<file path="config.mk">
export PLATFORM = sky130hd
export DESIGN_NAME = shell_command_line_tokenizer
export DESIGN_NICKNAME = d
export VERILOG_FILES = /design/src/sv/sclt_pkg.sv /design/src/sv/sclt_front.sv /design/src/sv/sclt_queue.sv /design/src/sv/sclt_back.sv /design/src/sv/shell_command_line_tokenizer.sv
export SDC_FILE = /design/constraint.sdc
export NUM_CORES = 1
export LEC_CHECK = 0
export BUFFER_PORTS_ARGS = -buffer_cell sky130_fd_sc_hd__buf_2
export CORE_AREA = 5 5 196 198
export CTS_CLUSTER_DIAMETER = 100
export CTS_CLUSTER_SIZE = 20
export DETAILED_ROUTE_END_ITERATION = 7
export DIE_AREA = 0 0 201 203
export SLEW_MARGIN = 20
export SYNTH_ARGS = -nofsm -noshare
export SYNTH_HDL_FRONTEND = slang
export SYNTH_SLANG_ARGS = --single-unit
</file>
<file path="constraint.sdc">
create_clock -name aclk -period 9.6 [get_ports aclk]
set_input_delay 1.92 -clock aclk [delete_from_list [all_inputs] [get_ports aclk]]
set_output_delay 1.92 -clock aclk [all_outputs]
set_load 0.05 [all_outputs]
</file>
<file path="src/sv/sclt_pkg.sv">
// package: word types, token kinds, held codes and result bundle for the tokenizer
package sclt_pkg;

    // token kinds carried in the result word
    localparam logic [2:0] K_BYTE  = 3'd0;
    localparam logic [2:0] K_WEND  = 3'd1;
    localparam logic [2:0] K_PIPE  = 3'd2;
    localparam logic [2:0] K_GT    = 3'd3;
    localparam logic [2:0] K_GTGT  = 3'd4;
    localparam logic [2:0] K_2GT   = 3'd5;
    localparam logic [2:0] K_2GTGT = 3'd6;
    localparam logic [2:0] K_LEND  = 3'd7;

    // held digit codes
    localparam logic [1:0] HD_NONE = 2'd0;
    localparam logic [1:0] HD_ONE  = 2'd1;
    localparam logic [1:0] HD_TWO  = 2'd2;

    // held redirect codes
    localparam logic [2:0] HR_NONE = 3'd0;
    localparam logic [2:0] HR_GT   = 3'd1;
    localparam logic [2:0] HR_1GT  = 3'd2;
    localparam logic [2:0] HR_2GT  = 3'd3;

    // special bytes
    localparam logic [7:0] CH_BSLASH = 8'h5C;
    localparam logic [7:0] CH_DQUOTE = 8'h22;
    localparam logic [7:0] CH_SQUOTE = 8'h27;
    localparam logic [7:0] CH_PIPE   = 8'h7C;
    localparam logic [7:0] CH_GT     = 8'h3E;
    localparam logic [7:0] CH_ONE    = 8'h31;
    localparam logic [7:0] CH_TWO    = 8'h32;
    localparam logic [7:0] CH_SPACE  = 8'h20;
    localparam logic [7:0] CH_TAB    = 8'h09;
    localparam logic [7:0] CH_CR     = 8'h0D;

    // results per input word and queue sizing
    localparam int MAX_RES = 4;
    localparam int RIDX_W  = $clog2(MAX_RES);
    localparam int RCNT_W  = $clog2(MAX_RES + 1);
    localparam int QDEPTH  = 4;
    localparam int QPTR_W  = $clog2(QDEPTH);
    localparam int QCNT_W  = $clog2(QDEPTH + 1);

    typedef struct packed {
        logic [7:0] char_byte;
        logic       no_char;
        logic       end_of_line;
    } in_word_t;

    typedef struct packed {
        logic [2:0] kind;
        logic [7:0] word_byte;
        logic       stream_one;
        logic       last;
    } out_word_t;

    // all results caused by one input word
    typedef struct packed {
        logic [RCNT_W-1:0]           cnt;
        out_word_t [MAX_RES-1:0]     res;
    } bundle_t;

    // queue head as seen by the back end
    typedef struct packed {
        logic    valid;
        bundle_t data;
    } q_head_t;

    // append one result, results past the limit are dropped
    function automatic bundle_t add_res(bundle_t b, logic [2:0] kind, logic [7:0] byte_v,
                                        logic s1);
        out_word_t w;
        w.kind       = kind;
        w.word_byte  = (kind == K_BYTE) ? byte_v : 8'h00;
        w.stream_one = s1;
        w.last       = 1'b0;
        if (b.cnt < RCNT_W'(MAX_RES)) begin
            b.res[b.cnt[RIDX_W-1:0]] = w;
            b.cnt = b.cnt + RCNT_W'(1);
        end
        return b;
    endfunction

    // append a redirect token from a held code
    function automatic bundle_t add_redir(bundle_t b, logic [2:0] code, logic dbl);
        bundle_t r;
        if (code == HR_GT) begin
            r = add_res(b, dbl ? K_GTGT : K_GT, 8'h00, 1'b0);
        end else if (code == HR_1GT) begin
            r = add_res(b, dbl ? K_GTGT : K_GT, 8'h00, 1'b1);
        end else begin
            r = add_res(b, dbl ? K_2GTGT : K_2GT, 8'h00, 1'b0);
        end
        return r;
    endfunction

endpackage

</file>
<file path="src/sv/sclt_front.sv">
// front end: takes input words, tracks quoting state and builds result bundles
module sclt_front import sclt_pkg::*; (
    input  logic     aclk,
    input  logic     aresetn,
    input  logic     s_valid,
    output logic     s_ready,
    input  in_word_t s_data,
    input  logic     q_full,
    output logic     q_push,
    output bundle_t  q_bundle
);

    logic       sq_reg, sq_next;
    logic       dq_reg, dq_next;
    logic       esc_reg, esc_next;
    logic       wopen_reg, wopen_next;
    logic [1:0] hd_reg, hd_next;
    logic [2:0] hr_reg, hr_next;
    bundle_t    bnd;
    logic       accept;

    assign s_ready = !q_full;
    assign accept  = s_valid && s_ready;

    // classify the byte and collect its results
    always_comb begin
        logic [7:0] c;
        logic       eol;
        logic       do_plain;
        logic [2:0] code;
        logic       blank;
        c        = s_data.char_byte;
        eol      = s_data.no_char || s_data.end_of_line;
        do_plain = 1'b0;
        code     = HR_NONE;
        blank    = (c == CH_SPACE) || (c inside {[CH_TAB:CH_CR]});
        sq_next    = sq_reg;
        dq_next    = dq_reg;
        esc_next   = esc_reg;
        wopen_next = wopen_reg;
        hd_next    = hd_reg;
        hr_next    = hr_reg;
        bnd        = '0;

        // resolve held redirect or digit against the raw byte
        if (!s_data.no_char) begin
            if (hr_next != HR_NONE) begin
                code    = hr_next;
                hr_next = HR_NONE;
                if (c == CH_GT) begin
                    bnd = add_redir(bnd, code, 1'b1);
                end else begin
                    bnd      = add_redir(bnd, code, 1'b0);
                    do_plain = 1'b1;
                end
            end else if (hd_next != HD_NONE) begin
                if (c == CH_GT) begin
                    hr_next = (hd_next == HD_ONE) ? HR_1GT : HR_2GT;
                end else begin
                    bnd        = add_res(bnd, K_BYTE,
                                         (hd_next == HD_ONE) ? CH_ONE : CH_TWO, 1'b0);
                    wopen_next = 1'b1;
                    do_plain   = 1'b1;
                end
                hd_next = HD_NONE;
            end else begin
                do_plain = 1'b1;
            end
        end

        // ordinary byte handling
        if (do_plain) begin
            if (esc_next) begin
                if (dq_next && c != CH_BSLASH && c != CH_DQUOTE) begin
                    bnd = add_res(bnd, K_BYTE, CH_BSLASH, 1'b0);
                end
                bnd        = add_res(bnd, K_BYTE, c, 1'b0);
                wopen_next = 1'b1;
                esc_next   = 1'b0;
            end else if (c == CH_BSLASH && !sq_next) begin
                esc_next = 1'b1;
            end else if (c == CH_SQUOTE && !dq_next) begin
                sq_next = !sq_next;
            end else if (c == CH_DQUOTE && !sq_next) begin
                dq_next = !dq_next;
            end else if (!sq_next && !dq_next && blank) begin
                if (wopen_next) begin
                    bnd = add_res(bnd, K_WEND, 8'h00, 1'b0);
                end
                wopen_next = 1'b0;
            end else if (!sq_next && !dq_next && c == CH_PIPE) begin
                if (wopen_next) begin
                    bnd = add_res(bnd, K_WEND, 8'h00, 1'b0);
                end
                wopen_next = 1'b0;
                bnd        = add_res(bnd, K_PIPE, 8'h00, 1'b0);
            end else if (!sq_next && !dq_next && (c == CH_ONE || c == CH_TWO) && !wopen_next) begin
                hd_next = (c == CH_ONE) ? HD_ONE : HD_TWO;
            end else if (!sq_next && !dq_next && c == CH_GT) begin
                if (wopen_next) begin
                    bnd = add_res(bnd, K_WEND, 8'h00, 1'b0);
                end
                wopen_next = 1'b0;
                hr_next    = HR_GT;
            end else begin
                bnd        = add_res(bnd, K_BYTE, c, 1'b0);
                wopen_next = 1'b1;
            end
        end

        // line end flush
        if (eol) begin
            if (hr_next != HR_NONE) begin
                bnd = add_redir(bnd, hr_next, 1'b0);
            end
            if (hd_next != HD_NONE) begin
                bnd        = add_res(bnd, K_BYTE,
                                     (hd_next == HD_ONE) ? CH_ONE : CH_TWO, 1'b0);
                wopen_next = 1'b1;
            end
            if (wopen_next) begin
                bnd = add_res(bnd, K_WEND, 8'h00, 1'b0);
            end
            bnd        = add_res(bnd, K_LEND, 8'h00, 1'b0);
            sq_next    = 1'b0;
            dq_next    = 1'b0;
            esc_next   = 1'b0;
            wopen_next = 1'b0;
            hd_next    = HD_NONE;
            hr_next    = HR_NONE;
        end

        // mark the final result of this word
        if (bnd.cnt != '0) begin
            bnd.res[RIDX_W'(bnd.cnt - RCNT_W'(1))].last = 1'b1;
        end
    end

    assign q_push   = accept && (bnd.cnt != '0);
    assign q_bundle = bnd;

    // tokenizer state
    always_ff @(posedge aclk) begin
        if (!aresetn) begin
            sq_reg    <= 1'b0;
            dq_reg    <= 1'b0;
            esc_reg   <= 1'b0;
            wopen_reg <= 1'b0;
            hd_reg    <= HD_NONE;
            hr_reg    <= HR_NONE;
        end else if (accept) begin
            sq_reg    <= sq_next;
            dq_reg    <= dq_next;
            esc_reg   <= esc_next;
            wopen_reg <= wopen_next;
            hd_reg    <= hd_next;
            hr_reg    <= hr_next;
        end
    end

endmodule

</file>
<file path="src/sv/sclt_queue.sv">
// short queue of result bundles between front and back
module sclt_queue import sclt_pkg::*; (
    input  logic    aclk,
    input  logic    aresetn,
    input  logic    push,
    input  bundle_t push_data,
    output logic    full,
    input  logic    pop,
    output q_head_t head
);

    bundle_t           mem [QDEPTH];
    logic [QPTR_W-1:0] wr_ptr_reg;
    logic [QPTR_W-1:0] rd_ptr_reg;
    logic [QCNT_W-1:0] cnt_reg;
    logic              do_pop;

    assign full       = (cnt_reg == QCNT_W'(QDEPTH));
    assign head.valid = (cnt_reg != '0);
    assign head.data  = mem[rd_ptr_reg];
    assign do_pop     = pop && head.valid;

    // storage
    always_ff @(posedge aclk) begin
        if (push) begin
            mem[wr_ptr_reg] <= push_data;
        end
    end

    // pointers and fill count
    always_ff @(posedge aclk) begin
        if (!aresetn) begin
            wr_ptr_reg <= '0;
            rd_ptr_reg <= '0;
            cnt_reg    <= '0;
        end else begin
            if (push) begin
                wr_ptr_reg <= wr_ptr_reg + QPTR_W'(1);
            end
            if (do_pop) begin
                rd_ptr_reg <= rd_ptr_reg + QPTR_W'(1);
            end
            if (push && !do_pop) begin
                cnt_reg <= cnt_reg + QCNT_W'(1);
            end else if (!push && do_pop) begin
                cnt_reg <= cnt_reg - QCNT_W'(1);
            end
        end
    end

endmodule

</file>
<file path="src/sv/sclt_back.sv">
// back end: walks each bundle and sends one result word per cycle while m_ready is high
module sclt_back import sclt_pkg::*; (
    input  logic      aclk,
    input  logic      aresetn,
    input  q_head_t   head,
    output logic      pop,
    output logic      m_valid,
    input  logic      m_ready,
    output out_word_t m_data
);

    logic [RIDX_W-1:0] sub_reg;
    logic              out_valid_reg;
    out_word_t         out_data_reg;
    logic              load;
    logic              at_end;

    assign load    = head.valid && (!out_valid_reg || m_ready);
    assign at_end  = (RCNT_W'(sub_reg) + RCNT_W'(1)) >= head.data.cnt;
    assign pop     = load && at_end;
    assign m_valid = out_valid_reg;
    assign m_data  = out_data_reg;

    // result index within the current bundle
    always_ff @(posedge aclk) begin
        if (!aresetn) begin
            sub_reg       <= '0;
            out_valid_reg <= 1'b0;
        end else begin
            if (load) begin
                sub_reg <= at_end ? '0 : sub_reg + RIDX_W'(1);
            end
            if (load) begin
                out_valid_reg <= 1'b1;
            end else if (m_ready) begin
                out_valid_reg <= 1'b0;
            end
        end
    end

    // output register
    always_ff @(posedge aclk) begin
        if (load) begin
            out_data_reg <= head.data.res[sub_reg];
        end
    end

endmodule

</file>
<file path="src/sv/shell_command_line_tokenizer.sv">
// top level of the shell command line tokenizer
//
//  channel | dir | payload    | handshake
//  s_      | in  | in_word_t  | s_valid / s_ready
//  m_      | out | out_word_t | m_valid / m_ready
//
// one input byte per cycle while the bundle queue has room
// each byte gives zero to four result words, sent one per cycle while m_ready is high from an output register
// sustained rate is set by the back end, which serializes the result words; four bundles buffered
// reset is synchronous and active low, clears tokenizer state, queue and output valid
// a stall on m_ready fills the queue, then s_ready drops until a bundle drains
module shell_command_line_tokenizer import sclt_pkg::*; (
    input  logic      aclk,
    input  logic      aresetn,
    input  logic      s_valid,
    output logic      s_ready,
    input  in_word_t  s_data,
    output logic      m_valid,
    input  logic      m_ready,
    output out_word_t m_data
);

    logic    q_full;
    logic    q_push;
    logic    q_pop;
    bundle_t q_bundle;
    q_head_t q_head;

    // classify input bytes
    sclt_front u_front (
        .aclk     (aclk),
        .aresetn  (aresetn),
        .s_valid  (s_valid),
        .s_ready  (s_ready),
        .s_data   (s_data),
        .q_full   (q_full),
        .q_push   (q_push),
        .q_bundle (q_bundle)
    );

    // decouple front and back
    sclt_queue u_queue (
        .aclk      (aclk),
        .aresetn   (aresetn),
        .push      (q_push),
        .push_data (q_bundle),
        .full      (q_full),
        .pop       (q_pop),
        .head      (q_head)
    );

    // serialize result words
    sclt_back u_back (
        .aclk    (aclk),
        .aresetn (aresetn),
        .head    (q_head),
        .pop     (q_pop),
        .m_valid (m_valid),
        .m_ready (m_ready),
        .m_data  (m_data)
    );

endmodule

</file>
==> impl_metrics.toml <==
[outcome]
outcome = "finished clean"

[clock_tree]
cts_sinks = 254
cts_resized = 0
clk_path_buf_depth = 3
cts_hold_buf = 0
insertion_delay_ps = 490
cts_setup_buffers = 0
cts_made_buffers = 17
cts_htree_levels = 1
root_buffer = "clkbuf_16"
cts_tree = "built"
clk_pin_slew_worst_paths_ps = 80

[routing]
via_per_inst = 5.62
wl_per_cell_um = 22.1
dr_total_vias = 7709
antenna_left = 0
wl_um = 30300
drc = 0
drt_first_pass_iters = 5
first_iter_violations = 622

[sta]
fmax_mhz = 118
worst_pin_slew_ps = 890
tns_ps = 0
setup_viol = 0
layout_setup_ws_ps = 1110
skew_ps = 29.0
min_period_over_period = 0.884
maxSlewViolCount = 0
hold_viol = 0
relSlewSlack = 0.406
rsz0062_at_grt = "no"
final.min_clock_period_ps = 8490

[placement]
routabilityCongestion = 0.910
dpl_worst_slack_ps = 694
io_buffers = 28
hpwl_um = 20600

[finish]
fin_nets = 941
fillers = 3408
largest_register = "u_queue.mem"
area_growth_pct = 8.94
utilization = 0.377
largest_register_ffs = 220
diodes = 0
layout-drive-gt1-share = 0.193

[synthesis]
synthArstFlopShare = 0
yosys_warnings = 0
synth_cell_types = 99
ys.flop_type = "edfxtp_1"
ys_ff_latch = 254
synth.avg_cell_area_um2 = 14.2
synthesis.area_um2 = 12600
ys_seq_area_frac = 0.590
netlist_instances = 886
synth_fp_nets = 929
synth_edf_count = 233

[power]
cellInternalPower_mw = 2.06
cellPowerDensity_nw_per_um2 = 215
sw_frac_of_total = 0.299
power_mw = 2.95
pwr-share-clk = 0.231
p_seq_frac = 0.490
switchingPower_mw = 0.882
peakVddDrop_mv = 0.0985
p_comb_frac = 0.278
power_leakage_nw = 4.53

[critical_path]
critPathLaunchType = "primary input"
crit_path_frequent_cell = "ha_1"
worstPathArrival_ps = 8900
required_ps = 10010
critical_path_class = "primary input to register"
max_stage_delay_ps = 520
slowest_stage = "ha_1"
worstSetupEndpointType = "register"
cp_max_fo = 13

[die]
die_height_um = 203
dieArea_um2 = 40800
row_count = 70
core_area_um2 = 36300
initial_core_util = 0.346
ioPinCount = 29
die_w_um = 201

[grt]
antenna_found_initial = 2
gr-total-overflow = 0
grt_pass1_wl_um = 47100
grt_pass1_vias = 7643
grt_start_max_net_pins = 56
grt_usage = 0.146

[flow_run]
cap_violations = 0

[worst_hold_path]
hold_path_class = "register to register"
## synthesized netlist by cell type, types with 10 or more instances
cell,instances,area share
o21ai_0,33,0.013
a21oi_1,31,0.012
mux4_2,68,0.12
inv_1,34,0.010
and2_1,16,0.0080
nand3_1,16,0.0064
nand2_1,73,0.022
clkbuf_1,26,0.0078
nor2_1,56,0.017
nor3_1,24,0.0096
edfxtp_1,233,0.56
dfxtp_1,21,0.033
a31oi_1,13,0.0065
ha_1,28,0.028
nor2b_1,10,0.0050
## power groups by stage
stage / clock network (mW) / logic, mW / registers (mW)
2_1_floorplan: 0 / 0.536 / 1.55
3_3_place_gp: 0 / 0.830 / 1.47
3_5_place_dp: 0 / 0.838 / 1.48
4_1_cts: 0.707 / 0.840 / 1.45
5_1_grt: 0.746 / 0.891 / 1.47
6_report: 0.682 / 0.820 / 1.44
## layer usage
metal / track usage / vias up / part of all wire
met5: 0 / - / 0
met4: 0.0369 / 0 / 0.024
met3: 0.0185 / 52 / 0.055
met2: 0.228 / 232 / 0.45
met1: 0.219 / 3931 / 0.47
li1: - / 3494 / -
## cell type report
type / instances / area (um^2) / share of cell area
clock buffer: 22 / 444 / 0.0324
clock inverter: 2 / 27.5 / 0.00201
inverter: 35 / 136 / 0.00995
multi-input combinational: 547 / 4780 / 0.349
sequential: 254 / 7420 / 0.542
tap: 468 / 586 / 0.0427
timing repair buffer: 43 / 303 / 0.0221
## per-stage QoR
| step | cells | hold slack [ps] | instance area [um^2] |
|---|---|---|---|
| after detailed placement | 1347 | 480 | 13200 |
| final | 1371 | 483 | 13700 |
| after CTS | 1371 | 491 | 13700 |
| after global placement | 1347 | 470 | 13200 |
| after global routing | 1371 | 520 | 13700 |
| after floorplan | 886 | 468 | 12600 |
## cells in the final DEF, fill, tap and decap left out, drive strengths merged, types with 8 or more instances in the layout
| master | synthesis | routed |
|---|---|---|
| nor4 | 8 | 8 |
| o21ai | 36 | 36 |
| nand3 | 16 | 16 |
| inv | 34 | 36 |
| o22ai | 10 | 10 |
| edfxtp | 233 | 233 |
| mux4 | 68 | 68 |
| nor3 | 25 | 25 |
| or2 | 8 | 8 |
| and2 | 17 | 17 |
| a31oi | 15 | 15 |
| nor2b | 10 | 10 |
| buf | 23 | 43 |
| clkbuf | 27 | 22 |
| ha | 28 | 28 |
| nand4 | 9 | 9 |
| dfxtp | 21 | 21 |
| a21oi | 33 | 33 |
| nor2 | 57 | 57 |
| nand2 | 74 | 74 |
## worst max-delay path: cells and delay by family
family                   cells  cell delay [ps]
buffers and inverters        3              570
adder cells (fa/ha/maj)      7             2400
XOR/XNOR                     1              170
AO/OA/AOI/OAI               11             2110
AND/OR/NAND/NOR              8             1720
## path summary, 6_finish.rpt
path / startpoint / endpoint / slack (ps) / cells after the start
max reg2reg: u_front.hr_reg[1]$_SDFFE_PN0P_ / u_queue.cnt_reg[2]$_SDFFE_PN0P_ / 2180 / 28
min: u_back.m_valid$_SDFFE_PN0P_ / u_back.m_valid$_SDFFE_PN0P_ / 480 / 2
min reg2reg: u_back.m_valid$_SDFFE_PN0P_ / u_back.m_valid$_SDFFE_PN0P_ / 480 / 2
max: s_data[7] / u_queue.cnt_reg[2]$_SDFFE_PN0P_ / 1110 / 30
## cell families after synthesis
logic type               count (synthesis)  share of synthesized area
XOR/XNOR                                10                    0.00696
buffers and inverters                   85                     0.0303
AO/OA/AOI/OAI                          176                      0.107
multiplexers                            74                      0.128
flip-flops                             254                      0.590
adder cells (fa/ha/maj)                 30                     0.0302
AND/OR/NAND/NOR                        257                      0.108
Power figures use the tool's default switching activity.
